==> src/rtl/tdpa_pkg.sv <==
package tdpa_pkg;

   // defaults for the top-level parameters
   localparam int SPEED_WIDTH_DEF = 16;
   localparam int TIME_WIDTH_DEF  = 32;
   localparam int FRAC_BITS_DEF   = 8;

   // fixed result field widths
   localparam int DIST_W     = 56;
   localparam int PEAK_W     = 24;
   localparam int RSP_DATA_W = ((DIST_W + PEAK_W + 7) / 8) * 8;

   // serial multiply / divide core status
   typedef struct packed {
      logic done;
   } md_status_type;

endpackage

==> src/rtl/tdpa_mul_div.sv <==
// Bit-serial shift-add multiplier and restoring divider, run side by side.
module tdpa_mul_div #(
   parameter int SPEED_WIDTH = tdpa_pkg::SPEED_WIDTH_DEF,
   parameter int TIME_WIDTH  = tdpa_pkg::TIME_WIDTH_DEF,
   parameter int FRAC_BITS   = tdpa_pkg::FRAC_BITS_DEF
) (
   input  logic                                     clock,
   input  logic                                     reset,
   input  logic                                     start,
   input  logic [SPEED_WIDTH:0]                     sum_mag,
   input  logic [SPEED_WIDTH:0]                     dv_mag,
   input  logic [TIME_WIDTH-1:0]                    dt,
   output logic [SPEED_WIDTH+1+TIME_WIDTH-1:0]      prod,
   output logic [((SPEED_WIDTH+1+FRAC_BITS) > tdpa_pkg::PEAK_W ?
                  (SPEED_WIDTH+1+FRAC_BITS) : tdpa_pkg::PEAK_W+1)-1:0] quo,
   output tdpa_pkg::md_status_type                  status
);
   import tdpa_pkg::*;

   localparam int MAG_W  = SPEED_WIDTH + 1;
   localparam int PROD_W = MAG_W + TIME_WIDTH;
   localparam int DIVD_W = MAG_W + FRAC_BITS;
   localparam int QUO_W  = (DIVD_W > PEAK_W) ? DIVD_W : PEAK_W + 1;
   localparam int STEPS  = (TIME_WIDTH > QUO_W) ? TIME_WIDTH : QUO_W;
   localparam int CNT_W  = $clog2(STEPS + 1);

   logic                  run_ff, run_in;
   logic [CNT_W-1:0]      cnt_ff, cnt_in;
   logic [MAG_W-1:0]      mag_ff, mag_in;
   logic [TIME_WIDTH-1:0] dt_ff, dt_in;
   logic [PROD_W-1:0]     prod_ff, prod_in;
   logic [QUO_W-1:0]      divd_ff, divd_in;
   logic [TIME_WIDTH-1:0] rem_ff, rem_in;

   logic [MAG_W:0]        mul_sum;
   logic [TIME_WIDTH:0]   trial;
   logic                  q_bit;
   logic                  last_step;

   assign last_step = run_ff && (cnt_ff == CNT_W'(STEPS - 1));

   always_comb begin
      // multiplier: add on multiplier LSB, shift right
      mul_sum = {1'b0, prod_ff[PROD_W-1:TIME_WIDTH]} +
                {1'b0, (prod_ff[0] ? mag_ff : MAG_W'(0))};
      // divider: one quotient bit per step, MSB first
      trial   = {rem_ff, divd_ff[QUO_W-1]};
      q_bit   = (trial >= {1'b0, dt_ff});

      run_in  = run_ff;
      cnt_in  = cnt_ff;
      mag_in  = mag_ff;
      dt_in   = dt_ff;
      prod_in = prod_ff;
      divd_in = divd_ff;
      rem_in  = rem_ff;

      if (start) begin
         run_in  = 1'b1;
         cnt_in  = '0;
         mag_in  = sum_mag;
         dt_in   = dt;
         prod_in = {MAG_W'(0), dt};
         divd_in = QUO_W'(dv_mag) << FRAC_BITS;
         rem_in  = '0;
      end else if (run_ff) begin
         cnt_in = cnt_ff + CNT_W'(1);
         if (last_step) begin
            run_in = 1'b0;
         end
         if (cnt_ff < CNT_W'(TIME_WIDTH)) begin
            prod_in = {mul_sum, prod_ff[TIME_WIDTH-1:1]};
         end
         if (cnt_ff < CNT_W'(QUO_W)) begin
            divd_in = {divd_ff[QUO_W-2:0], q_bit};
            rem_in  = q_bit ? TIME_WIDTH'(trial - {1'b0, dt_ff})
                            : trial[TIME_WIDTH-1:0];
         end
      end
   end

   always_ff @(posedge clock) begin
      if (reset) begin
         run_ff <= 1'b0;
         cnt_ff <= '0;
      end else begin
         run_ff <= run_in;
         cnt_ff <= cnt_in;
      end
      mag_ff  <= mag_in;
      dt_ff   <= dt_in;
      prod_ff <= prod_in;
      divd_ff <= divd_in;
      rem_ff  <= rem_in;
   end

   assign prod        = prod_ff;
   assign quo         = divd_ff;
   assign status.done = last_step;

endmodule

==> src/rtl/trapezoid_distance_peak_accel_unit.sv <==
// Channel   Dir  Fields (tdata/tuser, lowest bit first)
// req_      in   tuser: start_run; tdata: speed_sample, sample_time
// rsp_      out  tdata: distance_total, peak_accel; tuser: zero_interval
//
// A start sample (or the first one after reset) goes from IDLE straight to FIN, which
// registers its result and frees the input together. Any other sample waits in RUN
// while the bit-serial multiply and divide in tdpa_mul_div run in parallel one bit
// per cycle, then goes to FIN, which registers its result and frees the input.
// One sample is in work at a time; the next is taken while a result waits.
// Reset is synchronous; it clears the run state, the previous sample and totals.
// A stalled result holds rsp_ and the last step waits until the register frees.
module trapezoid_distance_peak_accel_unit #(
   parameter int SPEED_WIDTH = tdpa_pkg::SPEED_WIDTH_DEF,
   parameter int TIME_WIDTH  = tdpa_pkg::TIME_WIDTH_DEF,
   parameter int FRAC_BITS   = tdpa_pkg::FRAC_BITS_DEF
) (
   input  logic                                  clock,
   input  logic                                  reset,
   input  logic                                  req_tvalid,
   output logic                                  req_tready,
   // speed_sample, sample_time, zero fill
   input  logic [((SPEED_WIDTH+TIME_WIDTH+7)/8)*8-1:0] req_tdata,
   input  logic                                  req_tuser,   // start_run
   output logic                                  rsp_tvalid,
   input  logic                                  rsp_tready,
   // distance_total, peak_accel
   output logic [tdpa_pkg::RSP_DATA_W-1:0]       rsp_tdata,
   output logic                                  rsp_tuser    // zero_interval
);
   import tdpa_pkg::*;

   localparam int MAG_W  = SPEED_WIDTH + 1;
   localparam int PROD_W = MAG_W + TIME_WIDTH;
   localparam int DIVD_W = MAG_W + FRAC_BITS;
   localparam int QUO_W  = (DIVD_W > PEAK_W) ? DIVD_W : PEAK_W + 1;
   localparam int SUM_W  = ((PROD_W > DIST_W) ? PROD_W : DIST_W) + 2;

   localparam logic [1:0] ST_IDLE = 2'd0;
   localparam logic [1:0] ST_RUN  = 2'd1;
   localparam logic [1:0] ST_FIN  = 2'd2;

   localparam logic signed [DIST_W-1:0] DIST_MAX = {1'b0, {(DIST_W-1){1'b1}}};
   localparam logic signed [DIST_W-1:0] DIST_MIN = {1'b1, {(DIST_W-1){1'b0}}};
   localparam logic [PEAK_W-1:0]        PEAK_MAX = '1;

   // control
   logic [1:0]                    state_ff, state_in;
   logic                          have_prev_ff, have_prev_in;
   logic                          first_ff, first_in;
   logic                          neg_ff, neg_in;
   logic                          zero_ff, zero_in;
   // run state
   logic signed [SPEED_WIDTH-1:0] last_speed_ff, last_speed_in;
   logic [TIME_WIDTH-1:0]         last_time_ff, last_time_in;
   logic signed [DIST_W-1:0]      dist_ff, dist_in;
   logic [PEAK_W-1:0]             peak_ff, peak_in;
   // result register
   logic                          rsp_valid_ff, rsp_valid_in;
   logic [DIST_W-1:0]             rsp_dist_ff, rsp_dist_in;
   logic [PEAK_W-1:0]             rsp_peak_ff, rsp_peak_in;
   logic                          rsp_zero_ff, rsp_zero_in;

   logic                          req_xfer;
   logic signed [SPEED_WIDTH-1:0] in_speed;
   logic [TIME_WIDTH-1:0]         in_time;
   logic [TIME_WIDTH-1:0]         dt;
   logic signed [MAG_W-1:0]       sum_s, dv_s;
   logic [MAG_W-1:0]              sum_mag, dv_mag;
   logic                          md_start;
   logic [PROD_W-1:0]             prod;
   logic [QUO_W-1:0]              quo;
   md_status_type                 md_status;

   logic [PROD_W:0]               half;
   logic signed [SUM_W-1:0]       area, total;
   logic signed [DIST_W-1:0]      dist_upd;
   logic [PEAK_W-1:0]             accel, peak_upd;
   logic                          rsp_free;

   assign in_speed = req_tdata[SPEED_WIDTH-1:0];
   assign in_time  = req_tdata[SPEED_WIDTH+TIME_WIDTH-1:SPEED_WIDTH];
   assign req_tready = (state_ff == ST_IDLE);
   assign req_xfer   = req_tvalid && req_tready;

   always_comb begin
      dt      = in_time - last_time_ff;
      sum_s   = MAG_W'(last_speed_ff) + MAG_W'(in_speed);
      dv_s    = MAG_W'(in_speed) - MAG_W'(last_speed_ff);
      sum_mag = sum_s[MAG_W-1] ? MAG_W'(-sum_s) : MAG_W'(sum_s);
      dv_mag  = dv_s[MAG_W-1] ? MAG_W'(-dv_s) : MAG_W'(dv_s);
   end

   assign md_start = req_xfer && !req_tuser && have_prev_ff;

   tdpa_mul_div #(
      .SPEED_WIDTH (SPEED_WIDTH),
      .TIME_WIDTH  (TIME_WIDTH),
      .FRAC_BITS   (FRAC_BITS)
   ) u_mul_div (
      .clock   (clock),
      .reset   (reset),
      .start   (md_start),
      .sum_mag (sum_mag),
      .dv_mag  (dv_mag),
      .dt      (dt),
      .prod    (prod),
      .quo     (quo),
      .status  (md_status)
   );

   // trapezoid: halve, rounding toward minus infinity, then saturating add
   always_comb begin
      half  = ({1'b0, prod} + (PROD_W+1)'(neg_ff)) >> 1;
      area  = neg_ff ? -$signed(SUM_W'(half)) : $signed(SUM_W'(half));
      total = SUM_W'(dist_ff) + area;
      if (total > SUM_W'(DIST_MAX)) begin
         dist_upd = DIST_MAX;
      end else if (total < SUM_W'(DIST_MIN)) begin
         dist_upd = DIST_MIN;
      end else begin
         dist_upd = total[DIST_W-1:0];
      end
      if (zero_ff || (quo > QUO_W'(PEAK_MAX))) begin
         accel = PEAK_MAX;
      end else begin
         accel = quo[PEAK_W-1:0];
      end
      peak_upd = (accel > peak_ff) ? accel : peak_ff;
   end

   assign rsp_free = !rsp_valid_ff || rsp_tready;

   always_comb begin
      state_in      = state_ff;
      have_prev_in  = have_prev_ff;
      first_in      = first_ff;
      neg_in        = neg_ff;
      zero_in       = zero_ff;
      last_speed_in = last_speed_ff;
      last_time_in  = last_time_ff;
      dist_in       = dist_ff;
      peak_in       = peak_ff;
      rsp_valid_in  = rsp_valid_ff && !rsp_tready;
      rsp_dist_in   = rsp_dist_ff;
      rsp_peak_in   = rsp_peak_ff;
      rsp_zero_in   = rsp_zero_ff;

      case (state_ff)
         ST_IDLE: begin
            if (req_xfer) begin
               last_speed_in = in_speed;
               last_time_in  = in_time;
               have_prev_in  = 1'b1;
               if (req_tuser || !have_prev_ff) begin
                  // new run: totals cleared, no area, no acceleration
                  first_in = 1'b1;
                  zero_in  = 1'b0;
                  dist_in  = '0;
                  peak_in  = '0;
                  state_in = ST_FIN;
               end else begin
                  first_in = 1'b0;
                  neg_in   = sum_s[MAG_W-1];
                  zero_in  = (dt == '0);
                  state_in = ST_RUN;
               end
            end
         end
         ST_RUN: begin
            if (md_status.done) begin
               state_in = ST_FIN;
            end
         end
         ST_FIN: begin
            if (rsp_free) begin
               rsp_valid_in = 1'b1;
               rsp_zero_in  = zero_ff;
               if (first_ff) begin
                  rsp_dist_in = dist_ff;
                  rsp_peak_in = peak_ff;
               end else begin
                  dist_in     = dist_upd;
                  peak_in     = peak_upd;
                  rsp_dist_in = dist_upd;
                  rsp_peak_in = peak_upd;
               end
               state_in = ST_IDLE;
            end
         end
         default: begin
            state_in = ST_IDLE;
         end
      endcase
   end

   always_ff @(posedge clock) begin
      if (reset) begin
         state_ff      <= ST_IDLE;
         have_prev_ff  <= 1'b0;
         first_ff      <= 1'b0;
         zero_ff       <= 1'b0;
         last_speed_ff <= '0;
         last_time_ff  <= '0;
         dist_ff       <= '0;
         peak_ff       <= '0;
         rsp_valid_ff  <= 1'b0;
      end else begin
         state_ff      <= state_in;
         have_prev_ff  <= have_prev_in;
         first_ff      <= first_in;
         zero_ff       <= zero_in;
         last_speed_ff <= last_speed_in;
         last_time_ff  <= last_time_in;
         dist_ff       <= dist_in;
         peak_ff       <= peak_in;
         rsp_valid_ff  <= rsp_valid_in;
      end
      neg_ff      <= neg_in;
      rsp_dist_ff <= rsp_dist_in;
      rsp_peak_ff <= rsp_peak_in;
      rsp_zero_ff <= rsp_zero_in;
   end

   assign rsp_tvalid = rsp_valid_ff;
   assign rsp_tdata  = RSP_DATA_W'({rsp_peak_ff, rsp_dist_ff});
   assign rsp_tuser  = rsp_zero_ff;

endmodule

==> config.mk <==
export PLATFORM = sky130hd
export DESIGN_NAME = trapezoid_distance_peak_accel_unit
export DESIGN_NICKNAME = d
export VERILOG_FILES = /design/src/rtl/tdpa_pkg.sv /design/src/rtl/tdpa_mul_div.sv /design/src/rtl/trapezoid_distance_peak_accel_unit.sv
export SDC_FILE = /design/constraint.sdc
export NUM_CORES = 1
export LEC_CHECK = 0
export ABC_AREA = 1
export BUFFER_PORTS_ARGS = -buffer_cell sky130_fd_sc_hd__buf_2
export CORE_AREA = 3 3 262 264
export DETAILED_ROUTE_END_ITERATION = 10
export DIE_AREA = 0 0 265 267
export PLACE_DENSITY = 0.66
export SYNTH_ARGS = -nofsm -noshare
export SYNTH_HDL_FRONTEND = slang
export SYNTH_HIERARCHICAL = 1
export SYNTH_SLANG_ARGS = --single-unit
==> constraint.sdc <==
create_clock -name clock -period 5 [get_ports clock]
set_input_delay 0.5 -clock clock [delete_from_list [all_inputs] [get_ports clock]]
set_output_delay 0.5 -clock clock [all_outputs]
set_load 0.02 [all_outputs]
# Word level (Yosys, flattened, before mapping)
# Index checks and enable logic that the tools add are counted.
# op_classes
mux	37
reduce_logical	28
n_addsub	11
bitwise	1
n_eq_ne	7
order_cmp	7
# ops
cell	count
two-way mux 56 bit	6
two-way mux 24 bit	6
two-way mux 32 bit	4
one-hot mux 56 bit (2 select lines)	1
two-way mux 25 bit	3
subtractor 32 bit	2
adder 56 x 58 -> 58 bit	1
> comparator 58 x 56 -> 1 bit, second input constant	1
< comparator 58 x 56 -> 1 bit, second input constant	1
two-way mux 58 bit	1
negation 49 -> 58 bit	1
adder 49 x 1 -> 50 bit	1
one-hot mux 24 bit (2 select lines)	1
two-way mux 17 bit	2
negation 17 bit	2
greater-or-equal comparator 33 x 32 -> 1 bit	1
zero test 32 bit	1
> comparator 25 x 24 -> 1 bit, second input constant	1
> comparator 24 bit	1
adder 17 x 17 -> 18 bit	1
adder 16 x 16 -> 17 bit	1
subtractor 16 x 16 -> 17 bit	1
two-way mux 16 bit	1
AND reduction 2 bit	6
other kinds (20)	44
# totals
inputBits	53
ff_bits	378

# Longest topological paths before layout
# Gate-level depths: netlist of run 1.
# depth
ltp_word	10
mapped_depth	43
mapped_depth_nobuf	40

# Cells and area by module
# The synthesis of run 1 kept the hierarchy.
# by_module_without_submodules
module	n_inst	area_each_um2	cells_per_inst
trapezoid_distance_peak_accel_unit	1	21149.0	3173
tdpa_mul_div	1	9984.6	1323

# Worst setup path after synthesis of run 1
# No wires, ideal clock.
# synth_timing
kind	register -> register
start	register neg_ff
end	register dist_ff[25]
slack_ns	-0.055
period_less_slack_ns	5.055
stages_incl_launch_ff	44
n_path_buf	3
setup_time_ns	0.071
arrival_ns	4.984
path_cell_list	edfxtp_1 -> nand2_1 -> inv_1 -> ha_1 -> buf_2 -> inv_1 -> or2_2 -> nand2_1 -> inv_1 -> ha_1 -> nand2_1 -> nor2_1 -> nand3_1 -> nand3b_1 -> nor2_1 -> nand2_1 -> nor2_1 -> nand4_1 -> [8 not listed] -> inv_1 -> nor2_1 -> nand2_1 -> nor4_1 -> nand2_1 -> nand2_1 -> nand2_1 -> nand2_1 -> nand4_4 -> nand2_2 -> nand2_2 -> nand2_2 -> inv_4 -> buf_8 -> buf_8 -> nand2_2 -> nand3_2 -> a21oi_2
# synth_between
elab_chain_cells	10
word_cells_on_any_way	11
cone_classes	3 x add/sub; 2 x order compare; 6 x mux
# synth_rtl
item	line	text
start, declared	trapezoid_distance_peak_accel_unit.sv:50	logic neg_ff, neg_in;
start signal, assigned	trapezoid_distance_peak_accel_unit.sv:218	neg_ff <= neg_in;
adder 49 x 1 -> 50 bit	trapezoid_distance_peak_accel_unit.sv:113	half = ({1'b0, prod} + (PROD_W+1)'(neg_ff)) >> 1;
negation 49 -> 58 bit	trapezoid_distance_peak_accel_unit.sv:114	area = neg_ff ? -$signed(SUM_W'(half)) : $signed(SUM_W'(half));
two-way mux 58 bit *	trapezoid_distance_peak_accel_unit.sv:114	
adder 56 x 58 -> 58 bit *	trapezoid_distance_peak_accel_unit.sv:115	total = SUM_W'(dist_ff) + area;
< comparator 58 x 56 -> 1 bit	trapezoid_distance_peak_accel_unit.sv:118	end else if (total < SUM_W'(DIST_MIN)) begin
two-way mux 56 bit	trapezoid_distance_peak_accel_unit.sv:118	
two-way mux 56 bit *	trapezoid_distance_peak_accel_unit.sv:116	if (total > SUM_W'(DIST_MAX)) begin
two-way mux 56 bit *	trapezoid_distance_peak_accel_unit.sv:178	if (first_ff) begin
two-way mux 56 bit *	trapezoid_distance_peak_accel_unit.sv:175	if (rsp_free) begin
one-hot mux 56 bit (2 select lines) *	trapezoid_distance_peak_accel_unit.sv:148	case (state_ff)
end signal, assigned	trapezoid_distance_peak_accel_unit.sv:214	dist_ff <= dist_in;
end, declared	trapezoid_distance_peak_accel_unit.sv:55	logic signed [DIST_W-1:0] dist_ff, dist_in;
# Mark *: on every way between the ends. The rest lies on a longest branch, timed or not. The select of a mux whose other input is x is not followed.
# A chain may end at the register's enable or synchronous reset.

# Worst setup path in the final report of run 1
# layout_timing
start	register u_mul_div.prod_ff[0] (netlist: u_mul_div/prod[0])
end	register dist_ff[15]
# layout_between
elab_chain_cells	10
word_cells_on_any_way	11
cone_classes	3 x add/sub; 2 x order compare; 6 x mux
# layout_rtl
item	line	text
start, declared	tdpa_mul_div.sv:31	logic [PROD_W-1:0] prod_ff, prod_in;
start signal, assigned	tdpa_mul_div.sv:92	prod_ff <= prod_in;
adder 49 x 1 -> 50 bit *	trapezoid_distance_peak_accel_unit.sv:113	
negation 49 -> 58 bit	trapezoid_distance_peak_accel_unit.sv:114	
two-way mux 58 bit *	trapezoid_distance_peak_accel_unit.sv:114	
adder 56 x 58 -> 58 bit *	trapezoid_distance_peak_accel_unit.sv:115	
< comparator 58 x 56 -> 1 bit	trapezoid_distance_peak_accel_unit.sv:118	
two-way mux 56 bit	trapezoid_distance_peak_accel_unit.sv:118	
two-way mux 56 bit *	trapezoid_distance_peak_accel_unit.sv:116	
two-way mux 56 bit *	trapezoid_distance_peak_accel_unit.sv:178	
two-way mux 56 bit *	trapezoid_distance_peak_accel_unit.sv:175	
one-hot mux 56 bit (2 select lines) *	trapezoid_distance_peak_accel_unit.sv:148	
# Marks and branches as above.

==> run_results.csv, run 1 <==
group,metric,value,unit
global_routing,grt_usage,26.2,%
timing,setup_tns,-10.54,ns
critical_path,reg2reg_depth,38,
power_and_ir_drop,p_per_area,367,nW/um^2
critical_path,crit_type,"reg -> reg",
timing,finalSetupViolCount,111,
cts,cts_inserted_buffers,46,
finish,syn_to_final_growth,25.6,%
finish,fin_nets,5294,
critical_path,worstPathArrival,5.60,ns
worst_hold_path,min_path_cells,3,
global_routing,grt_pass1_wl,150000,um
floorplan,initial_core_util,46.6,%
power_and_ir_drop,peakVddDrop,0.000320,V
critical_path,path_depth,38,
critical_path,crit_buf_inv,10,
route,drtIter0Drc,2222,
timing,fin_crit_sh,103,%
floorplan,ioPinCount,136,
timing,min_period,5.16,ns
logic_synthesis,synth_nets,4759,
place,hpwlAfterDp,72900,um
critical_path,max_stage_delay,0.38,ns
power_and_ir_drop,power_frac_comb,47.9,%
timing,timing.final.ws_setup,-0.164,ns
job,maxCapViolCount,0,
logic_synthesis,ys.flop_type,"dfxtp_1",
timing,relSlewSlack,6.07,%
power_and_ir_drop,clock_power_share,24.0,%
cts,clk_pin_slew,0.06,ns
logic_synthesis,synth-seq-cells,378,
global_routing,grt_antenna_before_repair,2,
route,route.detailed.drc,0,
critical_path,crit_family,"simple AND/OR/NAND/NOR gates",
finish,diodes,0,
logic_synthesis,mappedNetlistArea,31100,sq um
power_and_ir_drop,internal_power,0.00862,W
timing,fmax,0.194,GHz
power_and_ir_drop,finalPower,0.0144,W
power_and_ir_drop,power_switching,0.00573,W
route,first_pass_iters,5,
logic_synthesis,yosys_warnings,6,
global_routing,grt_overflow,0,
timing,hold_viol,0,
critical_path,start_kind,"register",
timing,whs,0.194,ns
route,dr_total_vias,30900,
critical_path,crit_path_end_kind,"register",
timing,slew_violations,0,
logic_synthesis,synth_compound_area_share,13.8,%
floorplan,die-area,70800,sq um
route,via_per_inst,5.19,
cts,clock_latency,0.60,ns
power_and_ir_drop,seq_power_share,28.1,%
critical_path,crit_slowest_cell,"xnor2_1",
logic_synthesis,synth-xor-area-share,5.63,%
logic_synthesis,synthSimpleGateAreaFrac,32.5,%
global_routing,grt_max_degree,162,
place,io_buffers,135,
timing,worst_pin_slew,1.41,ns
worst_hold_path,hp-class,"in -> reg",
logic_synthesis,synth.avg_cell_area,6.92,sq um
cts,clk_path_buf_depth,3,
route,totalWireLength,95500,um
status,violations,"setup timing",
floorplan,fp-row-count,95,
floorplan,fp.dieW,265,um
route,postRouteAntennaNets,0,
logic_synthesis,synthCells,4496,
finish,stdcell_count,5941,
critical_path,crit_path_frequent_cell,"nand2_1",
route,wl_per_cell,16.1,um
cts,cts.sink_count,378,
logic_synthesis,ys_seq_area_share,30.1,%
logic_synthesis,synth.distinct_cells,65,
place,finalWeightedCongestion,0.963,
finish,drive_gt1_share,24.3,%
timing,rsz0062_at_grt,"yes",
floorplan,fp.coreArea,66800,sq um
critical_path,required,5.43,ns
logic_synthesis,synth.area.mux_share,0,%
floorplan,dieHeight,267,um
cts,cts_root_buf,"clkbuf_16",
power_and_ir_drop,p_leak,18.3,nW
cts,hold_buffers,0,
logic_synthesis,synth_edf_count,180,
cts,cts_tree,"yes",
logic_synthesis,ys_async_sr_fraction,0,%
logic_synthesis,synth_fa_ha_area_share,8.58,%
critical_path,crit_fanout,6,
cts,cts_htree_levels,2,
place,placedCellCount,5793,
timing,worst_clock_skew,0.0207,ns
power_and_ir_drop,power.share.switching,39.9,%
global_routing,grt_pass1_vias,29100,
status,status,"finished with violations",
logic_synthesis,synth_top_family_by_area,"simple AND/OR/NAND/NOR gates",
## cells by family after synthesis
kind of cell    Yosys count
compound gates          694
xor+xnor                200
fa+ha+maj               210
buf+inv                 735
flops                   378
simple gates           2279
## flip-flops by register name (all words and copies together), names as in the netlist, 16 cells and up
| signal | count |
|---|---|
| dist_ff | 56 |
| rsp_dist_ff | 56 |
| u_mul_div/prod | 49 |
| last_time_ff | 32 |
| u_mul_div/dt_ff | 32 |
| u_mul_div/rem_ff | 32 |
| u_mul_div/quo | 25 |
| peak_ff | 24 |
| rsp_peak_ff | 24 |
| u_mul_div/mag_ff | 17 |
| last_speed_ff | 16 |
## tightest hold or removal path, stage by stage
cell and delay [ns]:
buf_2 0.11, nor2_1 0.09, a211oi_1 0.05
## cell usage in the layout, fill, tap and decap left out, types with 16 or more instances in the layout
| cell | netlist | routed |
|---|---|---|
| edfxtp_1 | 180 | 180 |
| a211oi_1 | 57 | 56 |
| o21ai_1 | 12 | 20 |
| nor3_1 | 51 | 46 |
| o211ai_1 | 16 | 16 |
| nor2_4 | 13 | 36 |
| nand4_1 | 72 | 72 |
| a22o_1 | 16 | 16 |
| a21o_1 | 28 | 28 |
| a21boi_0 | 59 | 30 |
| or2_2 | 82 | 80 |
| ha_4 | 0 | 19 |
| nand3b_1 | 30 | 30 |
| buf_2 | 29 | 134 |
| buf_4 | 6 | 438 |
| inv_1 | 596 | 572 |
| o21ai_0 | 124 | 110 |
| nand2_4 | 5 | 28 |
| xor2_1 | 152 | 144 |
| a21oi_2 | 38 | 51 |
| nor2_2 | 14 | 56 |
| a21oi_1 | 260 | 246 |
| nand2_2 | 55 | 118 |
| nand3_1 | 213 | 201 |
| ha_1 | 204 | 185 |
| nand2_1 | 1197 | 1109 |
| nand3_2 | 52 | 61 |
| a21boi_1 | 3 | 19 |
| inv_2 | 17 | 40 |
| nor2_1 | 468 | 403 |
| o21bai_1 | 22 | 22 |
| clkbuf_16 | 0 | 47 |
| xnor2_1 | 48 | 46 |
| dfxtp_1 | 198 | 198 |
## layout make-up
type	count	area, sq um
fill	6368	27700
timing repair buffer	605	4570
tap	873	1090
sequential	378	9370
inverter	615	2320
clock inverter	29	344
timing repair inverter	2	28.8
multi-input combinational	3383	20200
clock buffer	56	1220
## Yosys cell counts, types with 7 or more instances
cell type | n | area share [%]
nor2_1 | 468 | 5.6
nand2_2 | 55 | 1.1
o21a_1 | 15 | 0.36
nand4_1 | 72 | 1.4
o22ai_1 | 7 | 0.14
a31oi_1 | 15 | 0.30
inv_1 | 596 | 7.2
xor2_1 | 152 | 4.3
o21ai_0 | 124 | 2.0
edfxtp_1 | 180 | 17
xnor2_1 | 48 | 1.4
buf_2 | 29 | 0.47
o211ai_1 | 16 | 0.39
nand3b_1 | 30 | 0.72
nand2_1 | 1197 | 14
a21boi_0 | 59 | 1.4
inv_2 | 17 | 0.20
nand3_2 | 52 | 1.7
dfxtp_1 | 198 | 13
ha_1 | 204 | 8.2
nor2_4 | 13 | 0.47
a21oi_2 | 38 | 1.1
o21ai_1 | 12 | 0.19
nand3_1 | 213 | 3.4
a21oi_1 | 260 | 4.2
nor3_1 | 51 | 0.82
clkbuf_1 | 71 | 0.86
nor4_1 | 16 | 0.32
a21o_1 | 28 | 0.68
or2_2 | 82 | 1.6
a22o_1 | 16 | 0.45
a211oi_1 | 57 | 1.4
nor2_2 | 14 | 0.28
o21bai_1 | 22 | 0.53
## timing repair
action | in CTS | in global routing
endpoints found under the setup margin | 112 | 112
pin swaps | 47 | 113
gates resized for setup | 167 | 233
buffers inserted | 29 | 27
cloned | 10 | 0
## routing by layer
layer | vias up | track usage (%) | routed length [um]
met5 | - | 0 | 54
met4 | 2 | 9.72 | 3800
met3 | 173 | 3.62 | 5120
met2 | 753 | 43.2 | 43100
met1 | 14200 | 35.2 | 43400
li1 | 15700 | - | -
## power groups by stage
stage	registers (W)	clock network (W)	logic (W)
floorplan	0.00411	0	0.00357
global placement	0.00409	0	0.00575
detailed placement	0.00409	0	0.00581
CTS	0.00403	0.00352	0.00646
global route	0.00408	0.00364	0.00753
finish	0.00404	0.00344	0.00687
## metrics by stage
stage / util [%] / cell area [sq um] / setup WS (ns)
detailed placement: 53.1 / 35500 / -0.522
floorplan: - / 31100 / 0.0223
finish: 58.5 / 39100 / -0.164
global placement: 53.1 / 35500 / -0.443
global route: 58.5 / 39100 / -0.458
CTS: 57.0 / 38100 / -0.170
## final timing paths
check | from | end | slack, ns
hold reg to reg | have_prev_ff | have_prev_ff | 0.46
setup / recovery | u_mul_div/prod[0] | dist_ff[15] | -0.16
hold / removal | req_tdata[40] | last_time_ff[24] | 0.19
setup reg to reg | u_mul_div/prod[0] | dist_ff[15] | -0.16
(Power assumes the default switching activity.)
==> inputs of run 2 (changes only) <==
Settings changed: CORE_AREA 3 3 262 264 to 3 3 236 238, DIE_AREA 0 0 265 267 to 0 0 239 241, GPL_TIMING_DRIVEN set to 0, PLACE_DENSITY 0.66 to 0.78.
==> run 2 against run 1 <==
Against the previous run: cell area decreased by 5.0%; largest cell class unchanged; first-iteration DRC count increased by 34%; via count increased by 1.4%; clock power decreased by 6%; the run still ends with setup timing left; setup slack got worse by 0.23 ns; power decreased by 2.8%; die area decreased by 19%; worst hold slack got worse by 0.076 ns; sequential power about the same; largest power group unchanged; non-clock buffer count decreased by 237; core utilization increased by 11 points.
==> run_results.csv, run 2 (same netlist as run 1, synthesis figures left out) <==
group,metric,value,unit
place,io_buffers,135,
cts,cts_tree,"yes",
finish,diodes,0,
power_and_ir_drop,p_per_area,375,nW/um^2
power_and_ir_drop,p_leak,17.0,nW
cts,clk_pin_slew,0.06,ns
status,status,"finished with violations",
cts,cts_htree_levels,2,
critical_path,worstPathArrival,5.91,ns
critical_path,crit_path_frequent_cell,"nand2_1",
critical_path,crit_path_end_kind,"register",
timing,fmax,0.185,GHz
critical_path,crit_fanout,8,
job,maxCapViolCount,0,
global_routing,grt_antenna_before_repair,0,
cts,cts_root_buf,"clkbuf_16",
global_routing,grt_pass1_wl,150000,um
critical_path,crit_buf_inv,6,
critical_path,worstReg2RegStart,"u_mul_div/prod[7]",
finish,layout_commonest_cell,"nand2_1",
finish,final_util,69.0,%
route,wl_per_cell,17.7,um
critical_path,r2r_slack,-0.40,ns
cts,hold_buffers,0,
finish,syn_to_final_growth,19.3,%
critical_path,crit_slowest_cell,"edfxtp_1",
cts,clk_path_buf_depth,3,
finish,mostFrequentLayoutCells,"1,103 x nand2_1, 578 x inv_1, 424 x nor2_1, 241 x a21oi_1, 198 x dfxtp_1",
floorplan,die-area,57600,sq um
floorplan,dieHeight,241,um
power_and_ir_drop,seq_power_share,29.0,%
timing,relSlewSlack,1.41,%
worst_hold_path,min_path_cells,2,
route,drtIter0Drc,2986,
timing,rsz0062_at_grt,"yes",
power_and_ir_drop,internal_power,0.00804,W
timing,worst_pin_slew,1.48,ns
timing,setup_tns,-32.60,ns
route,via_per_inst,5.67,
finish,fin_nets,5052,
worst_hold_path,hold_path_end,"u_mul_div/run_ff",
floorplan,fp-row-count,85,
timing,timing.final.ws_setup,-0.397,ns
cts,clock_latency,0.62,ns
global_routing,grt_usage,32.3,%
global_routing,grt_pass1_vias,28900,
floorplan,ioPinCount,136,
timing,finalSetupViolCount,112,
critical_path,crit_type,"reg -> reg",
timing,worst_clock_skew,0.0365,ns
route,postRouteAntennaNets,0,
cts,cts.sink_count,378,
route,first_pass_iters,7,
cts,cts_inserted_buffers,43,
route,totalWireLength,97400,um
timing,fin_crit_sh,108,%
critical_path,timing.rr.end,"dist_ff[44]",
power_and_ir_drop,power.share.switching,42.4,%
worst_hold_path,hp-start,"reset",
floorplan,fp.dieW,239,um
timing,min_period,5.40,ns
floorplan,fp.coreArea,53800,sq um
critical_path,start_kind,"register",
critical_path,required,5.51,ns
place,hpwlAfterDp,74000,um
critical_path,reg2reg_depth,35,
power_and_ir_drop,clock_power_share,23.3,%
timing,slew_violations,0,
critical_path,crit_family,"simple AND/OR/NAND/NOR gates",
critical_path,max_stage_delay,0.44,ns
finish,nFillCells,4572,
power_and_ir_drop,peakVddDrop,0.000297,V
power_and_ir_drop,power_frac_comb,47.7,%
route,route.detailed.drc,0,
floorplan,initial_core_util,57.9,%
global_routing,grt_max_degree,67,
global_routing,grt_overflow,0,
place,finalWeightedCongestion,1.01,
power_and_ir_drop,power_switching,0.00591,W
worst_hold_path,hp-class,"in -> reg",
finish,drive_gt1_share,19.3,%
status,violations,"setup timing",
timing,hold_viol,0,
route,dr_total_vias,31300,
[run 2: power groups by stage]
stage	Clock [W]	Combinational [W]	Sequential, W
3_5_place_dp	0	0.00498	0.00409
4_1_cts	0.00330	0.00591	0.00403
5_1_grt	0.00342	0.00720	0.00408
6_report	0.00325	0.00665	0.00405
2_1_floorplan	0	0.00357	0.00411
3_3_place_gp	0	0.00490	0.00409
[run 2: area by class of cell]
type,count,area (sq um),area share [%]
clock buffers,61,1210,3.27
well taps,696,871,2.34
multi-input cells,3383,20600,55.4
clock inverters,18,229,0.616
inverters,615,2330,6.28
repair buffers,249,1820,4.89
plain buffers,119,743,2.00
flip-flops and latches,378,9370,25.2
[run 2: metal layers]
metal	GRT usage [%]	share of wire (%)	up-vias
li1	-	-	15300
met1	43.4	42	14400
met2	53.7	46	1360
met3	3.85	8.0	261
met4	12.0	4.2	0
met5	0	0	-
[run 2: what timing repair did]
item                                   CTS  global route
pin swaps                               75           109
setup endpoints to repair              112           112
resized for setup                      322           210
cloned                                   5             4
endpoints found under the hold margin    0             0
buffers inserted                        67            39
[run 2: through the flow]
step	worst slack, ns	cell area, sq um	instances	hold slack [ns]	total power [W]
2_1_floorplan	0.0223	31100	4496	0.431	0.00768
3_3_place_gp	-1.51	32700	5327	0.446	0.00899
3_5_place_dp	-1.52	32800	5330	0.444	0.00908
4_1_cts	-0.229	36000	5478	0.0858	0.0132
5_1_grt	-0.612	37200	5519	0.120	0.0147
6_report	-0.397	37200	5519	0.118	0.0140
[run 2: how the worst max path moves through the flow]
stage / startpoint / endpoint / slack (ns) / cells past startpoint
2_1_floorplan: neg_ff / dist_ff[25] / 0.02 / 42
3_3_place_gp: req_tuser / u_mul_div/prod[5] / -1.51 / 9
3_5_place_dp: neg_ff / rsp_dist_ff[2] / -1.52 / 33
4_1_cts: neg_ff / dist_ff[27] / -0.23 / 39
5_1_grt: neg_ff / dist_ff[34] / -0.61 / 38
6_report: u_mul_div/prod[7] / dist_ff[44] / -0.40 / 35
